==> src/hdl/tcw_pkg.sv <==
// Shared constants, command codes, control and status types for the text console writer.
package tcw_pkg;

   localparam int COLUMNS  = 80;
   localparam int ROWS     = 25;
   localparam int TOP_ROWS = 0;
   localparam int CELLS    = COLUMNS * ROWS;
   localparam int COPY_END = (ROWS - 1) * COLUMNS;
   localparam bit HAS_COPY = (TOP_ROWS + 1) < ROWS;

   localparam int CMD_W  = 2;
   localparam int BYTE_W = 8;
   localparam int ROW_W  = 5;
   localparam int COL_W  = 7;
   localparam int ADDR_W = 11;
   localparam int CELL_W = 16;

   localparam logic [CMD_W-1:0] CMD_PUT   = 2'd0;
   localparam logic [CMD_W-1:0] CMD_SET   = 2'd1;
   localparam logic [CMD_W-1:0] CMD_CLEAR = 2'd2;
   localparam logic [CMD_W-1:0] CMD_READ  = 2'd3;

   localparam logic [BYTE_W-1:0] CH_SPACE     = 8'h20;
   localparam logic [BYTE_W-1:0] CH_TILDE     = 8'h7E;
   localparam logic [BYTE_W-1:0] CH_NEWLINE   = 8'h0A;
   localparam logic [BYTE_W-1:0] CH_BACKSPACE = 8'h08;

   typedef struct packed {
      logic load_item;
      logic exec;
      logic init_step;
      logic copy_prime;
      logic copy_step;
      logic fill_step;
      logic finish;
   } ctl_type;

   typedef struct packed {
      logic [CMD_W-1:0] cmd;
      logic             need_scroll;
      logic             sweep_end;
      logic             copy_last;
   } sts_type;

   function automatic logic [ADDR_W-1:0] cell_addr(input logic [ROW_W-1:0] r,
                                                   input logic [COL_W-1:0] c);
      logic [ADDR_W-1:0] a;
      a = ADDR_W'(ADDR_W'(r) * ADDR_W'(COLUMNS)) + ADDR_W'(c);
      return a;
   endfunction

endpackage

==> src/hdl/tcw_ctrl.sv <==
// Controller state machine: sequences the reset clearing pass, execute, scroll copy, fill and response handoff.
module tcw_ctrl (
   input  logic              clock,
   input  logic              reset,
   input  tcw_pkg::sts_type  sts,
   input  logic              req_valid,
   output logic              req_ready,
   output logic              rsp_valid,
   input  logic              rsp_ready,
   output tcw_pkg::ctl_type  ctl
);

   localparam logic [2:0] S_INIT  = 3'd0;
   localparam logic [2:0] S_IDLE  = 3'd1;
   localparam logic [2:0] S_EXEC  = 3'd2;
   localparam logic [2:0] S_PRIME = 3'd3;
   localparam logic [2:0] S_COPY  = 3'd4;
   localparam logic [2:0] S_FILL  = 3'd5;
   localparam logic [2:0] S_FIN   = 3'd6;

   logic [2:0] state_ff, state_in;
   logic       rsp_valid_ff, rsp_valid_in;
   logic       out_free;

   assign out_free = !rsp_valid_ff || rsp_ready;

   always_comb begin
      ctl       = '0;
      state_in  = state_ff;
      req_ready = 1'b0;
      unique case (state_ff)
         S_INIT: begin
            ctl.init_step = 1'b1;
            if (sts.sweep_end) begin
               state_in = S_IDLE;
            end
         end
         S_IDLE: begin
            req_ready = 1'b1;
            if (req_valid) begin
               ctl.load_item = 1'b1;
               state_in      = S_EXEC;
            end
         end
         S_EXEC: begin
            ctl.exec = 1'b1;
            if (sts.cmd == tcw_pkg::CMD_CLEAR) begin
               state_in = S_FILL;
            end else if (sts.need_scroll) begin
               state_in = tcw_pkg::HAS_COPY ? S_PRIME : S_FILL;
            end else begin
               state_in = S_FIN;
            end
         end
         S_PRIME: begin
            ctl.copy_prime = 1'b1;
            state_in       = S_COPY;
         end
         S_COPY: begin
            ctl.copy_step = 1'b1;
            if (sts.copy_last) begin
               state_in = S_FILL;
            end
         end
         S_FILL: begin
            ctl.fill_step = 1'b1;
            if (sts.sweep_end) begin
               state_in = S_FIN;
            end
         end
         S_FIN: begin
            if (out_free) begin
               ctl.finish = 1'b1;
               req_ready  = 1'b1;
               if (req_valid) begin
                  ctl.load_item = 1'b1;
                  state_in      = S_EXEC;
               end else begin
                  state_in = S_IDLE;
               end
            end
         end
         default: begin
            state_in = S_IDLE;
         end
      endcase
   end

   always_comb begin
      if (ctl.finish) begin
         rsp_valid_in = 1'b1;
      end else if (rsp_ready) begin
         rsp_valid_in = 1'b0;
      end else begin
         rsp_valid_in = rsp_valid_ff;
      end
   end

   assign rsp_valid = rsp_valid_ff;

   always_ff @(posedge clock) begin
      if (reset) begin
         state_ff     <= S_INIT;
         rsp_valid_ff <= 1'b0;
      end else begin
         state_ff     <= state_in;
         rsp_valid_ff <= rsp_valid_in;
      end
   end

   a_accept_to_exec: assert property (@(posedge clock) disable iff (reset)
      (req_valid && req_ready) |=> (state_ff == S_EXEC))
      else $error("accepted item did not enter execute");

   a_finish_when_free: assert property (@(posedge clock) disable iff (reset)
      ctl.finish |-> (!rsp_valid_ff || rsp_ready))
      else $error("response register overwritten while still pending");

   a_finish_sets_valid: assert property (@(posedge clock) disable iff (reset)
      ctl.finish |=> rsp_valid_ff)
      else $error("finished item not presented on the response channel");

   a_copy_exits_to_fill: assert property (@(posedge clock) disable iff (reset)
      (state_ff == S_COPY) |=> ((state_ff == S_COPY) || (state_ff == S_FILL)))
      else $error("scroll copy left without blanking the bottom row");

endmodule

==> config.mk <==
export PLATFORM = sky130hd
export DESIGN_NAME = tcw_ctrl
export DESIGN_NICKNAME = d
export VERILOG_FILES = /design/src/hdl/tcw_pkg.sv /design/src/hdl/tcw_ctrl.sv
export SDC_FILE = /design/constraint.sdc
export NUM_CORES = 1
export LEC_CHECK = 0
export BUFFER_PORTS_ARGS = -buffer_cell sky130_fd_sc_hd__buf_2
export CAP_MARGIN = 20
export CORE_AREA = 2 2 39 41
export DETAILED_ROUTE_END_ITERATION = 6
export DIE_AREA = 0 0 41 43
export PLACE_DENSITY_LB_ADDON = 0.3
export RECOVER_POWER = 100
export SETUP_SLACK_MARGIN = 0.4
export SYNTH_ARGS = -nofsm -noshare
export SYNTH_HDL_FRONTEND = slang
export SYNTH_SLANG_ARGS = --single-unit
==> constraint.sdc <==
create_clock -name clock -period 1.2 [get_ports clock]
set_input_delay 0.12 -clock clock [delete_from_list [all_inputs] [get_ports clock]]
set_output_delay 0.12 -clock clock [all_outputs]
set_load 0.02 [all_outputs]
==> results of run 1 <==
==> per-stage QoR <==
step / cell area (µm²) / power (W)
final: 820 / 0.00168
after global routing: 820 / 0.00178
after CTS: 747 / 0.00152
after detailed placement: 604 / 0.00113
after global placement: 604 / 0.00112
after floorplan: 450 / 0.000855
==> per-layer routing <==
metal  GRT usage  up-vias
li1            -      249
met1       0.208      235
met2       0.244       11
met3      0.0157        0
met4      0.0600        0
met5           0        -
==> cells by family (layout without fill, tap and decap cells) <==
kind of cell,Yosys count,count (layout),synth area share
AND/OR/NAND/NOR,20,20,0.295
AO/OA/AOI/OAI,14,14,0.343
buffers and inverters,8,43,0.108
flip-flops,4,4,0.203
multiplexers,2,2,0.0508
==> power groups by stage <==
stage / Combinational [W] / Clock, W / Sequential [W]
final: 0.00123 / 0.000170 / 0.000275
after floorplan: 0.000636 / 0 / 0.000219
after CTS: 0.00107 / 0.000177 / 0.000276
after global routing: 0.00132 / 0.000183 / 0.000279
after detailed placement: 0.000869 / 0 / 0.000260
after global placement: 0.000862 / 0 / 0.000258
==> worst max-delay path: stages (launching register included) <==
cell and delay (ns):
dfxtp_4 0.35, nand3b_4 0.17, buf_4 0.15, buf_6 0.11, o32ai_4 0.17, a211oi_2 0.07, a2111oi_2 0.21
==> cell type report <==
class | count | share of cell area
Timing Repair Buffer | 36 | 0.360
Multi-Input combinational cell | 36 | 0.450
Inverter | 4 | 0.0214
Sequential cell | 4 | 0.116
Clock buffer | 3 | 0.0275
Tap cell | 16 | 0.0244
==> layout by cell type (no fill, tap or decap), drive strengths merged, types with 2 or more instances in the layout <==
cell | Yosys | final
dfxtp | 4 | 4
buf | 4 | 36
nand2b | 4 | 4
inv | 4 | 4
o21ai | 2 | 2
a211oi | 3 | 3
nor3 | 3 | 3
clkbuf | 0 | 3
nand3b | 2 | 2
nor2b | 2 | 2
mux2i | 2 | 2
a21oi | 2 | 2
a21o | 2 | 2
nor2 | 5 | 5
==> sequential cells by signal (all words and copies together) (netlist names) <==
signal and flops:
state_ff 3, rsp_valid 1
==> worst max path at each step <==
stage | endpoint | depth (start not counted)
2_1_floorplan | ctl[6] | 5
3_5_place_dp | state_ff[2]$_SDFFE_PP0P_ | 4
6_report | state_ff[2]$_SDFFE_PP0P_ | 6
4_1_cts | ctl[6] | 5
3_3_place_gp | state_ff[2]$_SDFFE_PP0P_ | 4
5_1_grt | ctl[6] | 5
==> what timing repair did <==
item	in CTS	in global routing
gates cloned	0	0
gates resized for setup	29	11
pin swaps	3	4
setup buffers	4	4
endpoints found under the setup margin	13	13
hold buffers	0	0
==> flow_metrics.tcl, run 1 <==
set metrics [dict create \
    status "complete, but fails checks" \
    violations "setup timing" \
    dpl.hpwl_um 868 \
    cts_made_buffers 3 \
    cts_tree "yes" \
    yosysMostFrequentCell "nor2_1" \
    dr.max_layer_used "met3" \
    ys.flop_type "dfxtp_1" \
    firstDrtPassIters 3 \
    clk_pin_slew_ns 0.04 \
    period_share 1.12 \
    netlist.area_leader.share 0.203 \
    io_buffers 17 \
    cts_root_buf "clkbuf_4" \
    cts_sinks 4 \
    antenna_found_initial 0 \
    post_drt_via_cell_ratio 5.00 \
    grt_setup_unrepaired "true" \
    drt_drc_violations_left 0 \
    cts-htree-levels 1 \
    end_kind "flop" \
    vdd_ir_drop_max_mv 0.856 \
    die_width_um 41 \
    route.met3.wl_um 46 \
    instances_no_fill 99 \
    async_reset_ff_frac 0 \
    core_mm2 0.00138 \
    skew_ns 0.00607 \
    holdWs_ns 0.113 \
    critPathArrivalTime_ns 1.46 \
    reg2reg_depth 6 \
    power_frac_comb 0.735 \
    rrSetupSlack_ns -0.14 \
    critPathKind "flop to flop" \
    place_ws_ns -0.0387 \
    synth_top_cells_by_area "dfxtp_1 20%, o32ai_4 7.0%, nand2b_1 6.3%" \
    hold_depth 2 \
    clkPwrFrac 0.101 \
    dieArea_mm2 0.00176 \
    first_global_vias 475 \
    insertion_delay_ns 0.24 \
    cp-start-kind "flop" \
    drt_wl_total_um 1330 \
    drt_iter0_drc 6 \
    worstReg2RegStart "state_ff[0]$_SDFFE_PP0P_" \
    worst_ep_required_time_ns 1.32 \
    vias 495 \
    finalHoldViolCount 0 \
    fmax_ghz 0.746 \
    worstMarginPinSlew_ns 0.340 \
    initial_utilization 0.285 \
    synth_top_area_cell "dfxtp_1" \
    crit_fanout 5 \
    cap_violations 0 \
    hold_path.class "input port to flop" \
    power_density_mw_per_mm2 2040 \
    relSlewSlack 0.773 \
    startpoint "state_ff[0]$_SDFFE_PP0P_" \
    utilization 0.592 \
    p_seq_frac 0.164 \
    p_sw_frac 0.418 \
    min_to "rsp_valid$_SDFFE_PP0P_" \
    avgSynthCellArea_um2 8.21 \
    grt_max_degree 7 \
    fp-row-count 14 \
    wl_met2_um 711 \
    min_period_ns 1.34 \
    antennaDiodeCount 0 \
    ys_top_cells_by_count "5 x nor2_1, 4 x dfxtp_1, 4 x inv_1, 4 x nand2b_1" \
    setup_tns_ns -0.917 \
    slew_violations 0 \
    synth_edf_count 0 \
    dpl.cell_count 88 \
    multi_input_area_um2 369 \
    area_growth_syn_to_layout_pct 108 \
    synth_fp_nets 57 \
    register_area_um2 95.1 \
    nFillCells 129 \
    track_usage 0.155 \
    drive_above_1_share 0.759 \
    ys_warn_count 0 \
    yosysSeqAreaShare 0.203 \
    wl_met1_um 573 \
    die_y_um 43 \
    power.switching_w 0.000700 \
    nNetsFinal 94 \
    num_io_pins 18 \
    postRouteAntennaNets 0 \
    wl_per_cell_um 13.4 \
    grt-ovfl-total 0 \
    rr_endpoint "state_ff[2]$_SDFFE_PP0P_" \
    synth_cell_types 25 \
    cts_buffer_depth 2 \
    p_leak_nw 0.391 \
    ys_seq_elements 4 \
    gp_congestion 0.797 \
    timing.hold.worst.start "reset" \
    syn_area_um2 394 \
    p_int_w 0.000975 \
    setup_violations 11 \
    grt_first_pass_wirelength_um 1930 \
    synthCells 48 \
    setup_ws_ns -0.140 \
]
Note: power is estimated with default switching activity, not from simulation.
==> inputs of run 2 (changes only) <==
--- a/config.mk
+++ b/config.mk
@@ -16,3 +16,4 @@
 export SYNTH_ARGS = -nofsm -noshare
 export SYNTH_HDL_FRONTEND = slang
 export SYNTH_SLANG_ARGS = --single-unit
+export TNS_END_PERCENT = 5
==> run 2 against run 1 <==
Compared with the run above: the run still ends with setup timing left; clock-buffer cell count is the same; final area shrank 17%; register-to-register slack improved by 0.06 ns; power down 19%; critical path type is now flop to primary output; highest routed layer unchanged; core utilization decreased by 10 points.
==> flow_metrics.tcl, run 2 (same netlist as run 1, synthesis figures left out) <==
set metrics [dict create \
    dieArea_mm2 0.00176 \
    cts_sinks 4 \
    core_mm2 0.00138 \
    nNetsFinal 86 \
    insertion_delay_ns 0.23 \
    dpl.hpwl_um 835 \
    reg2reg_depth 4 \
    clkPwrFrac 0.121 \
    p_sw_frac 0.427 \
    multi_input_area_um2 330 \
    worstMarginPinSlew_ns 0.283 \
    fp-row-count 14 \
    crit_top_cell "buf_6" \
    status "complete, but fails checks" \
    power_frac_comb 0.697 \
    setup_violations 9 \
    final_common_cell "buf_4" \
    cp-start-kind "flop" \
    antenna_found_initial 0 \
    grt_max_degree 8 \
    hold_depth 2 \
    cts-htree-levels 1 \
    track_usage 0.140 \
    initial_utilization 0.285 \
    worst_ep_required_time_ns 1.08 \
    die_width_um 41 \
    die_y_um 43 \
    startpoint "state_ff[1]$_SDFFE_PP0P_" \
    crit_fanout 6 \
    period_share 1.11 \
    timing.hold.worst.start "reset" \
    relSlewSlack 0.812 \
    cap_violations 0 \
    grt-ovfl-total 0 \
    io_buffers 17 \
    postRouteAntennaNets 0 \
    gp_congestion 0.766 \
    grt_first_pass_wirelength_um 1720 \
    register_area_um2 87.6 \
    hold_path.class "input port to flop" \
    end_kind "primary output" \
    grt_setup_unrepaired "true" \
    skew_ns 0.00208 \
    vias 457 \
    worstReg2RegStart "state_ff[2]$_SDFFE_PP0P_" \
    drive_above_1_share 0.653 \
    max_stage_delay_ns 0.33 \
    cts_tree "yes" \
    critPathKind "flop to primary output" \
    p_seq_frac 0.182 \
    num_io_pins 18 \
    critPathArrivalTime_ns 1.21 \
    min_period_ns 1.33 \
    p_int_w 0.000774 \
    largest_reg_flops 3 \
    p_leak_nw 0.334 \
    area_growth_syn_to_layout_pct 72.4 \
    cts_made_buffers 3 \
    rr_endpoint "state_ff[2]$_SDFFE_PP0P_" \
    drt_iter0_drc 8 \
    regMostFlops "state_ff" \
    slowest_stage "dfxtp_2" \
    drt_drc_violations_left 0 \
    power_density_mw_per_mm2 1990 \
    cts_root_buf "clkbuf_4" \
    fmax_ghz 0.750 \
    drt_wl_total_um 1090 \
    power.switching_w 0.000578 \
    path_cells "buf_6 -> nor2_4 -> a21o_1 -> and2_4 -> buf_6" \
    rrSetupSlack_ns -0.08 \
    vdd_ir_drop_max_mv 0.724 \
    post_drt_via_cell_ratio 5.02 \
    first_global_vias 417 \
    wl_per_cell_um 11.9 \
    antennaDiodeCount 0 \
    place_ws_ns -0.0686 \
    firstDrtPassIters 4 \
    cts_buffer_depth 2 \
    final_cell_mix "13 x buf_4, 10 x buf_2, 5 x buf_6" \
    slew_violations 0 \
    setup_ws_ns -0.134 \
    violations "setup timing" \
    min_to "state_ff[2]$_SDFFE_PP0P_" \
    utilization 0.491 \
    clk_pin_slew_ns 0.04 \
    finalHoldViolCount 0 \
    nFillCells 140 \
]
==> run 2: area by class of cell <==
class                      instances  share of cell area
multi-input combinational         36               0.486
timing repair buffer              28               0.300
sequential                         4               0.129
clock buffer                       3              0.0331
tap                               16              0.0295
inverter                           4              0.0221
==> run 2: layer usage <==
metal,share of wire,GRT usage
met5,0,0
met4,0,0.0600
met3,0.052,0.0314
met2,0.57,0.241
met1,0.38,0.154
==> run 2: how the worst max path moves through the flow <==
stage / end / slack (ns) / cells past startpoint
3_3_place_gp: state_ff[2]$_SDFFE_PP0P_ / -0.04 / 4
4_1_cts: ctl[6] / -0.13 / 5
5_1_grt: ctl[6] / -0.18 / 5
6_report: ctl[6] / -0.13 / 5
3_5_place_dp: state_ff[2]$_SDFFE_PP0P_ / -0.07 / 4
2_1_floorplan: ctl[6] / -0.03 / 5
==> run 2: what timing repair did <==
item	in CTS	in global routing
gates resized for setup	20	3
pin swaps	4	0
setup endpoints to repair	12	13
hold buffers	0	0
hold endpoints to repair	0	0
cloned	0	0
setup buffers	2	1
==> run 2: through the flow <==
step	power, W	hold WS (ns)	area [µm²]	setup TNS [ns]	cells
floorplan	0.000782	0.181	419	-0.0306	48
global placement	0.00102	0.363	553	-0.0752	85
detailed placement	0.00102	0.358	553	-0.137	85
CTS	0.00131	0.111	659	-0.501	90
global route	0.00145	0.117	679	-1.09	91
finish	0.00135	0.114	679	-0.474	91
==> run 2: power by group through the flow <==
stage	registers, W	logic (W)	clock network, W
2_1_floorplan	0.000205	0.000577	0
3_3_place_gp	0.000232	0.000790	0
3_5_place_dp	0.000236	0.000787	0
4_1_cts	0.000251	0.000888	0.000171
5_1_grt	0.000253	0.00102	0.000179
6_report	0.000246	0.000942	0.000164
==> run 2: critical path: cells and delay by family, from the launching register on <==
kind / cells / cell delay [ns]
buf+inv: 2 / 0.24
simple gates: 2 / 0.26
flops: 1 / 0.33
compound gates: 1 / 0.15
==> inputs of run 3 (changes only) <==
--- a/config.mk
+++ b/config.mk
@@ -5,11 +5,11 @@
 export SDC_FILE = /design/constraint.sdc
 export NUM_CORES = 1
 export LEC_CHECK = 0
-export BUFFER_PORTS_ARGS = -buffer_cell sky130_fd_sc_hd__buf_2
 export CAP_MARGIN = 20
 export CORE_AREA = 2 2 39 41
 export DETAILED_ROUTE_END_ITERATION = 6
 export DIE_AREA = 0 0 41 43
+export DONT_BUFFER_PORTS = 1
 export PLACE_DENSITY_LB_ADDON = 0.3
 export RECOVER_POWER = 100
 export SETUP_SLACK_MARGIN = 0.4
==> run 3 against run 2 <==
Compared with the run above: the flow still finishes with violations (setup timing); register-to-register slack hardly changed; power down 6.0%; worst setup slack gained 0.040 ns; die area is the same; via count fell by 7.0%; critical endpoint unchanged; highest routed layer is now met4.
==> flow_metrics.tcl, run 3 (same netlist as run 1, synthesis figures left out) <==
set metrics [dict create \
    final_common_cell "buf_4" \
    postRouteAntennaNets 0 \
    grt-ovfl-total 0 \
    drt_drc_violations_left 0 \
    period_share 1.08 \
    firstDrtPassIters 4 \
    insertion_delay_ns 0.23 \
    power.total_w 0.00127 \
    top_usage_layer "met2" \
    hold_path.class "input port to flop" \
    end_kind "primary output" \
    die_y_um 43 \
    fmax_ghz 0.773 \
    regMostFlops "state_ff" \
    multi_input_area_um2 333 \
    grt_first_pass_wirelength_um 1750 \
    num_io_pins 18 \
    utilization 0.449 \
    vias 425 \
    finalHoldViolCount 0 \
    holdWs_ns 0.0642 \
    antennaDiodeCount 0 \
    path_cells "nand3b_4 -> nor2b_4 -> a21o_1 -> and2_4" \
    gr-usage-met2 0.228 \
    register_area_um2 86.3 \
    p_leak_nw 0.290 \
    power_density_mw_per_mm2 2040 \
    slew_violations 0 \
    largest_reg_flops 3 \
    gp_congestion 0.773 \
    relSlewSlack 0.822 \
    clk_pin_slew_ns 0.04 \
    grt_setup_unrepaired "true" \
    die_width_um 41 \
    initial_utilization 0.285 \
    drt_wl_total_um 1030 \
    wl_per_cell_um 12.7 \
    skew_ns 0.00278 \
    critPathArrivalTime_ns 1.17 \
    critPathKind "flop to primary output" \
    track_usage 0.152 \
    worstMarginPinSlew_ns 0.267 \
    first_global_vias 410 \
    grt_util_met1 0.161 \
    min_period_ns 1.29 \
    nFillCells 143 \
    worst_ep_required_time_ns 1.08 \
    setup_violations 7 \
    dieArea_mm2 0.00176 \
    drive_above_1_share 0.615 \
    setup_ws_ns -0.0938 \
    nNetsFinal 76 \
    cts_root_buf "clkbuf_4" \
    cts_buffer_depth 2 \
    violations "setup timing" \
    area_growth_syn_to_layout_pct 57.8 \
    post_drt_via_cell_ratio 5.25 \
    cp-start-kind "flop" \
    grt_util_met3 0.0681 \
    drt_iter0_drc 10 \
    crit_fanout 6 \
    max_stage_delay_ns 0.41 \
    io_buffers 0 \
    cts_sinks 4 \
    cts_tree "yes" \
    rrSetupSlack_ns -0.07 \
    cap_violations 0 \
    core_mm2 0.00138 \
    antenna_found_initial 0 \
    cts_made_buffers 3 \
    status "complete, but fails checks" \
    cts-htree-levels 1 \
    grt_max_degree 11 \
    dpl.hpwl_um 797 \
    vdd_ir_drop_max_mv 0.739 \
    slowest_stage "dfxtp_4" \
    fp-row-count 14 \
]
[run 3: cell types whose count changed in the layout (fill, tap and decap cells not counted), sizes merged]
cell,delta
dlygate4sd3,+1
buf,-11
[run 3: metrics by stage]
step / worst slack (ns) / setup TNS, ns / instance area, µm² / instances
after detailed placement: -0.0452 / -0.0598 / 513 / 74
final: -0.0938 / -0.328 / 622 / 81
after floorplan: -0.0262 / -0.0306 / 419 / 48
after global placement: -0.0131 / -0.0191 / 513 / 74
after CTS: -0.108 / -0.391 / 597 / 80
after global routing: -0.187 / -1.06 / 622 / 81
[run 3: final timing paths]
check / cells after the start / endpoint / startpoint
worst max-delay path: 4 / ctl[6] / state_ff[2]$_SDFFE_PP0P_
worst min-delay path: 2 / state_ff[0]$_SDFFE_PP0P_ / reset
worst max register to register: 6 / state_ff[0]$_SDFFE_PP0P_ / state_ff[1]$_SDFFE_PP0P_
worst min register to register: 2 / rsp_valid$_SDFFE_PP0P_ / rsp_valid$_SDFFE_PP0P_
[run 3: repair_timing]
item                                   in CTS  in global routing
buffers inserted                            2                  1
hold buffers                                1                  0
pin swaps                                   2                  4
endpoints found under the hold margin       3                  0
setup endpoints to repair                  13                 13
gates resized for setup                    10                  7
[run 3: power by group]
group | internal, W | total [W] | leakage (nW) | switching, W
combinational | 0.000430 | 0.000864 | 0.242 | 0.000434
sequential | 0.000184 | 0.000244 | 0.0342 | 0.0000603
clock | 0.000112 | 0.000163 | 0.0138 | 0.0000515
[run 3: per-layer routing]
metal	vias to the layer above	wire length, µm	share of wire
met3	5	74	0.072
met4	0	20	0.020
met5	-	0	0
met1	194	391	0.38
li1	206	-	-
met2	20	538	0.52
[run 3: layout make-up]
type | instances | area share
tap | 16 | 0.0322
timing repair buffer | 18 | 0.233
sequential | 4 | 0.139
inverter | 4 | 0.0241
clock buffer | 3 | 0.0362
multi-input combinational | 36 | 0.535
[run 3: critical path: cells and delay by family (launching register included)]
family	cells	cell delay [ns]
AND/OR/NAND/NOR	3	0.43
AO/OA/AOI/OAI	1	0.10
flip-flops	1	0.41
